## src/rtl/cobs_dec_pkg.sv

```systemverilog
`timescale 1ns / 1ps
// ----------------------------------------------------------------------------
// cobs_dec_pkg
// Shared constants and types for the COBS stream deframer and decoder.
// ----------------------------------------------------------------------------
package cobs_dec_pkg;

	// frame limits
	localparam int MAX_ENCODED = 278;
	localparam int MAX_DECODED = 274;

	// counter widths
	localparam int RAW_W = $clog2(MAX_ENCODED + 1);
	localparam int LEN_W = 9;
	localparam int DEC_W = ($clog2(MAX_DECODED + 1) > LEN_W) ?
		$clog2(MAX_DECODED + 1) : LEN_W;

	// result kinds
	localparam logic [1:0] KIND_DATA         = 2'd0;
	localparam logic [1:0] KIND_OK           = 2'd1;
	localparam logic [1:0] KIND_DECODE_ERROR = 2'd2;
	localparam logic [1:0] KIND_OVERFLOW     = 2'd3;

	// byte that closes a group without an implied zero
	localparam logic [7:0] CODE_MAX = 8'hff;

	// one result item
	typedef struct packed {
		logic             valid;
		logic [1:0]       kind;
		logic [7:0]       data_byte;
		logic [LEN_W-1:0] frame_length;
	} result_t;

endpackage

```

## src/rtl/cobs_dec_core.sv

```systemverilog
`timescale 1ns / 1ps
// ----------------------------------------------------------------------------
// cobs_dec_core
// Frame state and per-byte decode decision; state advances on step.
// ----------------------------------------------------------------------------
module cobs_dec_core (
	input  logic                  clk,
	input  logic                  arst_n,
	input  logic                  step,
	input  logic [7:0]            rx_byte,
	output cobs_dec_pkg::result_t result
);

	logic [cobs_dec_pkg::RAW_W-1:0] raw_count_q;
	logic                           overflowed_q;
	logic [7:0]                     group_left_q;
	logic                           zero_owed_q;
	logic [cobs_dec_pkg::DEC_W-1:0] decoded_count_q;
	logic                           decode_failed_q;

	logic                           is_delim;
	logic                           raw_full;
	logic                           is_code;
	logic                           want_emit;
	logic                           dec_full;
	logic                           emit;
	logic                           fail_now;

	// classify the byte
	assign is_delim = (rx_byte == 8'd0);
	assign raw_full = (raw_count_q >= cobs_dec_pkg::RAW_W'(cobs_dec_pkg::MAX_ENCODED));
	assign is_code  = (group_left_q == 8'd0);
	assign dec_full = (decoded_count_q >= cobs_dec_pkg::DEC_W'(cobs_dec_pkg::MAX_DECODED));

	// a decoded byte is wanted for a literal, or for an owed zero on a code
	assign want_emit = !is_delim && !overflowed_q && !raw_full && (!is_code || zero_owed_q);
	assign emit      = want_emit && !decode_failed_q && !dec_full;
	assign fail_now  = want_emit && !decode_failed_q && dec_full;

	// result selection
	always_comb begin
		result              = '0;
		result.frame_length = decoded_count_q[cobs_dec_pkg::LEN_W-1:0];
		if (is_delim) begin
			if (overflowed_q) begin
				result.valid = 1'b1;
				result.kind  = cobs_dec_pkg::KIND_OVERFLOW;
			end else if (raw_count_q != '0) begin
				result.valid = 1'b1;
				if (decode_failed_q || group_left_q != 8'd0)
					result.kind = cobs_dec_pkg::KIND_DECODE_ERROR;
				else
					result.kind = cobs_dec_pkg::KIND_OK;
			end
		end else if (emit) begin
			result.valid        = 1'b1;
			result.kind         = cobs_dec_pkg::KIND_DATA;
			result.data_byte    = is_code ? 8'd0 : rx_byte;
			result.frame_length = '0;
		end
	end

	// frame state update
	always_ff @(posedge clk or negedge arst_n) begin
		if (!arst_n) begin
			raw_count_q     <= '0;
			overflowed_q    <= 1'b0;
			group_left_q    <= 8'd0;
			zero_owed_q     <= 1'b0;
			decoded_count_q <= '0;
			decode_failed_q <= 1'b0;
		end else if (step) begin
			if (is_delim) begin
				raw_count_q     <= '0;
				overflowed_q    <= 1'b0;
				group_left_q    <= 8'd0;
				zero_owed_q     <= 1'b0;
				decoded_count_q <= '0;
				decode_failed_q <= 1'b0;
			end else if (!overflowed_q) begin
				if (raw_full) begin
					overflowed_q <= 1'b1;
				end else begin
					raw_count_q <= raw_count_q + cobs_dec_pkg::RAW_W'(1);
					if (is_code) begin
						group_left_q <= rx_byte - 8'd1;
						zero_owed_q  <= (rx_byte != cobs_dec_pkg::CODE_MAX);
					end else begin
						group_left_q <= group_left_q - 8'd1;
					end
					if (emit)
						decoded_count_q <= decoded_count_q + cobs_dec_pkg::DEC_W'(1);
					if (fail_now)
						decode_failed_q <= 1'b1;
				end
			end
		end
	end

endmodule

```

## src/rtl/cobs_dec_out.sv

```systemverilog
`timescale 1ns / 1ps
// ----------------------------------------------------------------------------
// cobs_dec_out
// Result register toward the output stream.
// ----------------------------------------------------------------------------
module cobs_dec_out (
	input  logic                               clk,
	input  logic                               arst_n,
	input  logic                               load,
	input  cobs_dec_pkg::result_t              result,
	input  logic                               take,
	output logic                               valid,
	output logic [1:0]                         kind,
	output logic [7:0]                         data_byte,
	output logic [cobs_dec_pkg::LEN_W-1:0]     frame_length
);

	logic valid_q;
	logic [1:0] kind_q;
	logic [7:0] data_q;
	logic [cobs_dec_pkg::LEN_W-1:0] len_q;

	// valid flag
	always_ff @(posedge clk or negedge arst_n) begin
		if (!arst_n)
			valid_q <= 1'b0;
		else if (load)
			valid_q <= result.valid;
		else if (take)
			valid_q <= 1'b0;
	end

	// payload
	always_ff @(posedge clk) begin
		if (load) begin
			kind_q <= result.kind;
			data_q <= result.data_byte;
			len_q  <= result.frame_length;
		end
	end

	assign valid        = valid_q;
	assign kind         = kind_q;
	assign data_byte    = data_q;
	assign frame_length = len_q;

endmodule

```

## src/rtl/cobs_stream_deframer_decoder_top.sv

```systemverilog
`timescale 1ns / 1ps
// ----------------------------------------------------------------------------
// cobs_stream_deframer_decoder_top
// COBS deframer: zero-delimited frames decoded byte by byte, end markers out.
// ----------------------------------------------------------------------------
// Path: an input beat passes the input register, then the result register, on its
// way to its result beat. Throughput: one byte per cycle while the output does not
// stall; the frame state updates once per byte.
// Reset: arst_n clears both registers' valid flags and all frame state.
// ----------------------------------------------------------------------------
module cobs_stream_deframer_decoder_top (
	input  logic        clk,
	input  logic        arst_n,
	input  logic        s_axis_tvalid,
	output logic        s_axis_tready,
	input  logic [7:0]  s_axis_tdata,   // [7:0] rx_byte
	output logic        m_axis_tvalid,
	input  logic        m_axis_tready,
	output logic [23:0] m_axis_tdata,   // [7:0] data_byte, [16:8] frame_length, [23:17] zero
	output logic [1:0]  m_axis_tuser    // [1:0] kind
);

	logic                              in_valid_s1;
	logic [7:0]                        in_byte_s1;
	logic                              step;
	logic                              out_free;
	cobs_dec_pkg::result_t             result;
	logic [7:0]                        data_byte;
	logic [cobs_dec_pkg::LEN_W-1:0]    frame_length;

	// the held byte moves on when the result register can take it
	assign out_free      = !m_axis_tvalid || m_axis_tready;
	assign step          = in_valid_s1 && out_free;
	assign s_axis_tready = !in_valid_s1 || out_free;

	// input register
	always_ff @(posedge clk or negedge arst_n) begin
		if (!arst_n)
			in_valid_s1 <= 1'b0;
		else if (s_axis_tready)
			in_valid_s1 <= s_axis_tvalid;
	end

	always_ff @(posedge clk) begin
		if (s_axis_tready && s_axis_tvalid)
			in_byte_s1 <= s_axis_tdata;
	end

	// decode decision and frame state
	cobs_dec_core u_core (
		.clk     (clk),
		.arst_n  (arst_n),
		.step    (step),
		.rx_byte (in_byte_s1),
		.result  (result)
	);

	// result register
	cobs_dec_out u_out (
		.clk          (clk),
		.arst_n       (arst_n),
		.load         (step),
		.result       (result),
		.take         (m_axis_tready),
		.valid        (m_axis_tvalid),
		.kind         (m_axis_tuser),
		.data_byte    (data_byte),
		.frame_length (frame_length)
	);

	// output beat packing
	assign m_axis_tdata = {7'd0, frame_length, data_byte};

endmodule
```

## config.mk

```make
export PLATFORM = sky130hd
export DESIGN_NAME = cobs_stream_deframer_decoder_top
export DESIGN_NICKNAME = d
export VERILOG_FILES = /design/src/rtl/cobs_dec_pkg.sv /design/src/rtl/cobs_dec_core.sv /design/src/rtl/cobs_dec_out.sv /design/src/rtl/cobs_stream_deframer_decoder_top.sv
export SDC_FILE = /design/constraint.sdc
export NUM_CORES = 1
export LEC_CHECK = 0
export BUFFER_PORTS_ARGS = -buffer_cell sky130_fd_sc_hd__buf_2
export CAP_MARGIN = 20
export CORE_AREA = 2 2 76 78
export CTS_CLUSTER_DIAMETER = 30
export DETAILED_ROUTE_END_ITERATION = 8
export DIE_AREA = 0 0 78 80
export GPL_TIMING_DRIVEN = 0
export HOLD_SLACK_MARGIN = 0.03
export PLACE_DENSITY_LB_ADDON = 0.08
export RECOVER_POWER = 50
export REMOVE_ABC_BUFFERS = 1
export SYNTH_ARGS = -nofsm -noshare
export SYNTH_HDL_FRONTEND = slang
export SYNTH_SLANG_ARGS = --single-unit
```

## constraint.sdc

```tcl
create_clock -name clk -period 4.65 [get_ports clk]
set_input_delay 0.93 -clock clk [delete_from_list [all_inputs] [get_ports clk]]
set_output_delay 0.93 -clock clk [all_outputs]
set_load 0.01 [all_outputs]
```

# Word-level counts from Yosys, hierarchy flattened
# Cells that the tools add are included.
[op_classes] add_sub_neg=4 magnitude_cmp=2 eq_ne=3 muxes=31 bitwise_logic=1 reduce_logical=33
[op_table] op="two-way mux 9 bit" count=8
[op_table] op="two-way mux 8 bit" count=5
[op_table] op="two-way mux 20 bit" count=1
[op_table] op="adder 9 x 1 -> 9 bit, second input constant" count=2
[op_table] op=">= comparator 9 bit, second input constant" count=2
[op_table] op="zero test 8 bit" count=2
[op_table] op="subtractor 8 x 1 -> 8 bit, second input constant" count=2
[op_table] op="two-way mux 1 bit" count=13
[op_table] op="AND reduction 4 bit" count=3
[op_table] op="two-way mux 3 bit" count=3
[op_table] op="nonzero test 9 bit" count=1
[op_table] op="logical AND 1 bit" count=8
[op_table] op="zero test 1 bit" count=8
[op_table] op="!= test 8 bit, second input constant" count=1
[op_table] op="nonzero test 2 bit" count=4
[op_table] op="nonzero test 8 bit" count=1
[op_table] op="logical OR 1 bit" count=4
[op_table] op="AND reduction 3 bit" count=1
[op_table] op="OR reduction 3 bit" count=1
[op_table] op="two-way mux 2 bit" count=1
[op_table] op="!= test 2 x 1 -> 1 bit, second input constant" count=1
[op_table] op="!= test 2 bit, second input constant" count=1
[op_table] op="NOT 1 bit" count=1
[word_totals] register_bits=58 inputBits=12 output_inout_bits=28 wordCells=86

# Depth between registers and ports, before layout
[logic_depth] word_depth=11 ltp_mapped=10 depth_no_buf=9

# Hierarchy
# From an unflattened synthesis, not the netlist that was laid out.
[hier_totals] hier_cells=274 area_unflattened_um2=2936.6
[by_module_without_submodules] module="cobs_dec_core" instances=1 cells_each=230 area_each_um2=1960.6 seq_area_each_um2=725.7
[by_module_without_submodules] module="cobs_dec_out" instances=1 cells_each=22 area_each_um2=608.1 seq_area_each_um2=595.6
[by_module_without_submodules] module="cobs_stream_deframer_decoder_top" instances=1 cells_each=22 area_each_um2=367.9 seq_area_each_um2=265.3

# Least setup slack after synthesis
# OpenSTA, ideal clock, no wires.
[synth_path] kind="input -> register" from="input m_axis_tready" to="register u_core.group_left_q[0]" setup_time_ps=121 arrival_ps=2698 required_ps=4529 slack_ps=1830 stages=6 n_path_buf=1 path_cell_list="nand2b_1 > nand2_1 > inv_1 > clkbuf_1 > o21ai_0 > a22o_1"
[synth_via] elab_chain_len=3
[synth_lines] item="start, declared" line="cobs_stream_deframer_decoder_top.sv:18" text="input logic m_axis_tready,"
[synth_lines] item="logical OR 1 bit" line="cobs_stream_deframer_decoder_top.sv:32" text="assign out_free = !m_axis_tvalid || m_axis_tready;"
[synth_lines] item="logical AND 1 bit" line="cobs_stream_deframer_decoder_top.sv:33" text="assign step = in_valid_s1 && out_free;"
[synth_lines] item="named net step" line="cobs_stream_deframer_decoder_top.sv:25" text="logic step;"
[synth_lines] item="AND reduction 3 bit (no source line)"
[synth_lines] item="end signal, assigned" line="cobs_dec_core.sv:86" text="group_left_q <= rx_byte - 8'd1;"
[synth_lines] item="end signal, assigned" line="cobs_dec_core.sv:89" text="group_left_q <= group_left_q - 8'd1;"
[synth_lines] item="end, declared" line="cobs_dec_core.sv:16" text="logic [7:0] group_left_q;"
# The timed path passes the listed nets, and every way through them passes these cells.
# A chain may end at the register's enable or synchronous reset.

# Final worst setup path
[layout_path] from="input m_axis_tready" to="register u_core.group_left_q[5]"
[layout_via] elab_chain_len=3
[layout_lines] item="logical OR 1 bit" line="cobs_stream_deframer_decoder_top.sv:32"
[layout_lines] item="logical AND 1 bit" line="cobs_stream_deframer_decoder_top.sv:33"
[layout_lines] item="AND reduction 3 bit (no source line)"
# No other way between the ends.

==> impl_metrics.env <==
export IMPL_status="finished with violations"
export IMPL_violations="max-capacitance violations, max-slew violations"
export IMPL_vias_per_cell=6.00
export IMPL_rows=27
export IMPL_crit_top_cell="nand2_1"
export IMPL_globalRouteTotalUtil_pct=23.2
export IMPL_vias=2438
export IMPL_nets=347
export IMPL_final_core_util_pct=63.5
export IMPL_antennaDiodeCount=0
export IMPL_die_area_sq_um=6240
export IMPL_synth_ff_type="dfrtp_1"
export IMPL_io_pins=40
export IMPL_drive_above_1_share_pct=10.5
export IMPL_r2r_cells=7
export IMPL_holdCritPathClass="flop to flop"
export IMPL_yosysSeqAreaShare_pct=50.9
export IMPL_report_final_hold_viol_count=0
export IMPL_power_frac_clock_pct=31.0
export IMPL_initial_utilization_pct=57.7
export IMPL_grt_pass1_wl_mm=10.9
export IMPL_finalSetupTns_ps=0
export IMPL_seq_power_share_pct=49.2
export IMPL_drt_iter0_markers=159
export IMPL_slew_limit_headroom_pct=-17.7
export IMPL_crit_fanout=26
export IMPL_drcViolationCount=0
export IMPL_synthArstFlopShare_pct=53.4
export IMPL_layout_min_cycle_time_ps=3090
export IMPL_ant_nets=0
export IMPL_area_delta_synth_final_pct=10.0
export IMPL_cts_tree="built"
export IMPL_synth_edf_count=27
export IMPL_postCtsResizedCells=0
export IMPL_ys_types=54
export IMPL_setup_viol=0
export IMPL_port_buffer_count=32
export IMPL_crit_required_ps=4900
export IMPL_tightest_slew_ps=1770
export IMPL_leakagePower_nw=1.33
export IMPL_maxCapViolCount=1
export IMPL_dp_cells=388
export IMPL_synth_avg_cell_area_sq_um=10.4
export IMPL_path_clk_slew_ps=60
export IMPL_layout_common_cells="dfrtp_1 (31), edfxtp_1 (27), nand2_1 (25)"
export IMPL_first_global_vias=2225
export IMPL_ys_ff_latch=58
export IMPL_postCtsSetupBuffers=0
export IMPL_antenna_found_initial=0
export IMPL_fmax_ghz=0.323
export IMPL_hpwlAfterDp_mm=4.45
export IMPL_critical_path_class="primary input to flop"
export IMPL_end_kind="flop"
export IMPL_grt_max_degree=32
export IMPL_p_sw_mw=0.431
export IMPL_yosys_warnings=0
export IMPL_power_internal_mw=0.966
export IMPL_die_w_microns=78
export IMPL_syn_inst=301
export IMPL_coreArea_sq_um=5410
export IMPL_rsz0062_at_grt="false"
export IMPL_clock_sinks=58
export IMPL_clock_root_buffer="clkbuf_8"
export IMPL_grt_ovfl_total=0
export IMPL_path_cells="buf_2 -> nand2b_1 -> nand2_1 -> inv_1 -> buf_16 -> nand2_1 -> o311ai_0 -> o21ai_0"
export IMPL_slowest_delay_ps=670
export IMPL_h_tree_depth=3
export IMPL_instances_no_fill=406
export IMPL_powerDensity_nw_per_um2=407
export IMPL_dr_pass1_iters=4
export IMPL_rrSetupSlack_ps=1830
export IMPL_holdPathEnd="u_core.group_left_q[1]"
export IMPL_clkLatencyLatePin_ps=340
export IMPL_comb_power_share_pct=19.8
export IMPL_p_sw_share_pct=30.8
export IMPL_final_common_cell="dfrtp_1"
export IMPL_routabilityCongestion=0.902
export IMPL_ir_drop_mv=0.286
export IMPL_r2r_end="u_out.data_byte[6]"
export IMPL_wl_per_cell_microns=16.8
export IMPL_netlist_area_sq_um=3120
export IMPL_die_y_microns=80
export IMPL_drv_slew=32
export IMPL_clock_skew_ps=10.6
export IMPL_r2r_start="u_core.decoded_count_q[0]"
export IMPL_cts_buffers=9
export IMPL_routed_wl_mm=6.83
export IMPL_crit_arrival_ps=3340
export IMPL_min_path_cells=1
export IMPL_cp_slowest_cell="nand2_1"
export IMPL_hold_start="u_core.group_left_q[1]"
export IMPL_clock_path_buffers=2
export IMPL_cts_hold_buffers=0
export IMPL_start_kind="primary input"
export IMPL_period_share_pct=66.5
[synth_stat cells (all sizes together), types with 3 or more instances]
master / n / share of area, %
nor4: 3 / 0.80
o41ai: 3 / 0.84
or4: 5 / 1.3
nor2b: 9 / 1.8
nor3: 10 / 1.8
inv: 8 / 0.96
a21o: 3 / 0.72
o31ai: 3 / 0.88
edfxtp: 27 / 26
and2: 5 / 1.0
a21oi: 11 / 1.8
o311ai: 8 / 2.2
mux2i: 6 / 1.9
ha: 6 / 2.4
o21ai: 17 / 2.7
dfrtp: 31 / 25
clkbuf: 10 / 1.2
nor2: 17 / 2.1
o211ai: 6 / 1.9
a31oi: 4 / 0.80
nand2: 25 / 3.0
nand2b: 4 / 0.80
or3: 5 / 1.2
and3: 15 / 3.0
a32oi: 5 / 1.4
nand4: 6 / 1.2
buf: 13 / 3.4
nand3: 17 / 2.7
[layout make-up]
type	instances	area [sq um]
Inverter	8	30.0
Tap cell	72	90.1
Fill cell	456	1970
Clock buffer	11	131
Multi-Input combinational cell	218	1380
Sequential cell	58	1590
Timing Repair Buffer	34	166
Clock inverter	5	47.5
[through the flow]
step | total power [mW] | hold WS, ps | cell area (sq um) | setup slack [ps]
finish | 1.40 | 538 | 3430 | 1560
CTS | 1.40 | 540 | 3430 | 1150
detailed placement | 0.966 | 527 | 3250 | 823
global route | 1.48 | 572 | 3430 | 1350
global placement | 0.954 | 508 | 3250 | 806
floorplan | 0.886 | 486 | 3000 | 1760
[worst max-delay path by stage]
stage | depth (start not counted) | end | start | slack, ps
after CTS | 7 | u_core.group_left_q[5] | m_axis_tready | 1150
after floorplan | 6 | u_core.raw_count_q[3] | m_axis_tready | 1760
after global placement | 7 | u_core.group_left_q[5] | m_axis_tready | 810
after global routing | 8 | u_core.group_left_q[5] | m_axis_tready | 1350
after detailed placement | 7 | u_core.group_left_q[5] | m_axis_tready | 820
final | 8 | u_core.group_left_q[5] | m_axis_tready | 1560
[state kept, by name, indices dropped and copies added, names as in the netlist]
register and count:
u_core.raw_count_q 9, u_out.valid 1, u_out.frame_length 9, u_core.overflowed_q 1, u_core.group_left_q 8, u_core.decoded_count_q 9
in_valid_s1 1, u_out.data_byte 8, in_byte_s1 8, u_out.kind 2, u_core.zero_owed_q 1, u_core.decode_failed_q 1
[critical path, delay by kind of cell]
family          cells  cell delay [ps]
simple gates        3             1170
compound gates      2              330
buf+inv             3              900
[power groups by stage]
stage | sequential, mW | combinational [mW] | clock [mW]
2_1_floorplan | 0.676 | 0.210 | 0
3_3_place_gp | 0.691 | 0.263 | 0
3_5_place_dp | 0.693 | 0.273 | 0
4_1_cts | 0.684 | 0.275 | 0.440
5_1_grt | 0.699 | 0.316 | 0.462
6_report | 0.687 | 0.276 | 0.434
[cells by family (layout without fill, tap and decap cells)]
logic type / after synthesis / after routing / synth area share (%)
AO/OA/AOI/OAI: 73 / 73 / 16.8
multiplexers: 7 / 7 / 2.29
AND/OR/NAND/NOR: 125 / 125 / 21.9
buffers and inverters: 31 / 58 / 5.62
flip-flops: 58 / 58 / 50.9
other: 1 / 7 / 0.120
adder cells (fa/ha/maj): 6 / 6 / 2.41
[layer usage]
| metal | vias to the layer above | track usage [%] | routed length (microns) |
|---|---|---|---|
| met5 | - | 0 | 0 |
| met4 | 0 | 13.2 | 131 |
| met3 | 13 | 4.41 | 293 |
| met2 | 62 | 35.9 | 3330 |
| met1 | 1179 | 30.7 | 3080 |
| li1 | 1184 | - | - |
Note: power is estimated with default switching activity, not from simulation.
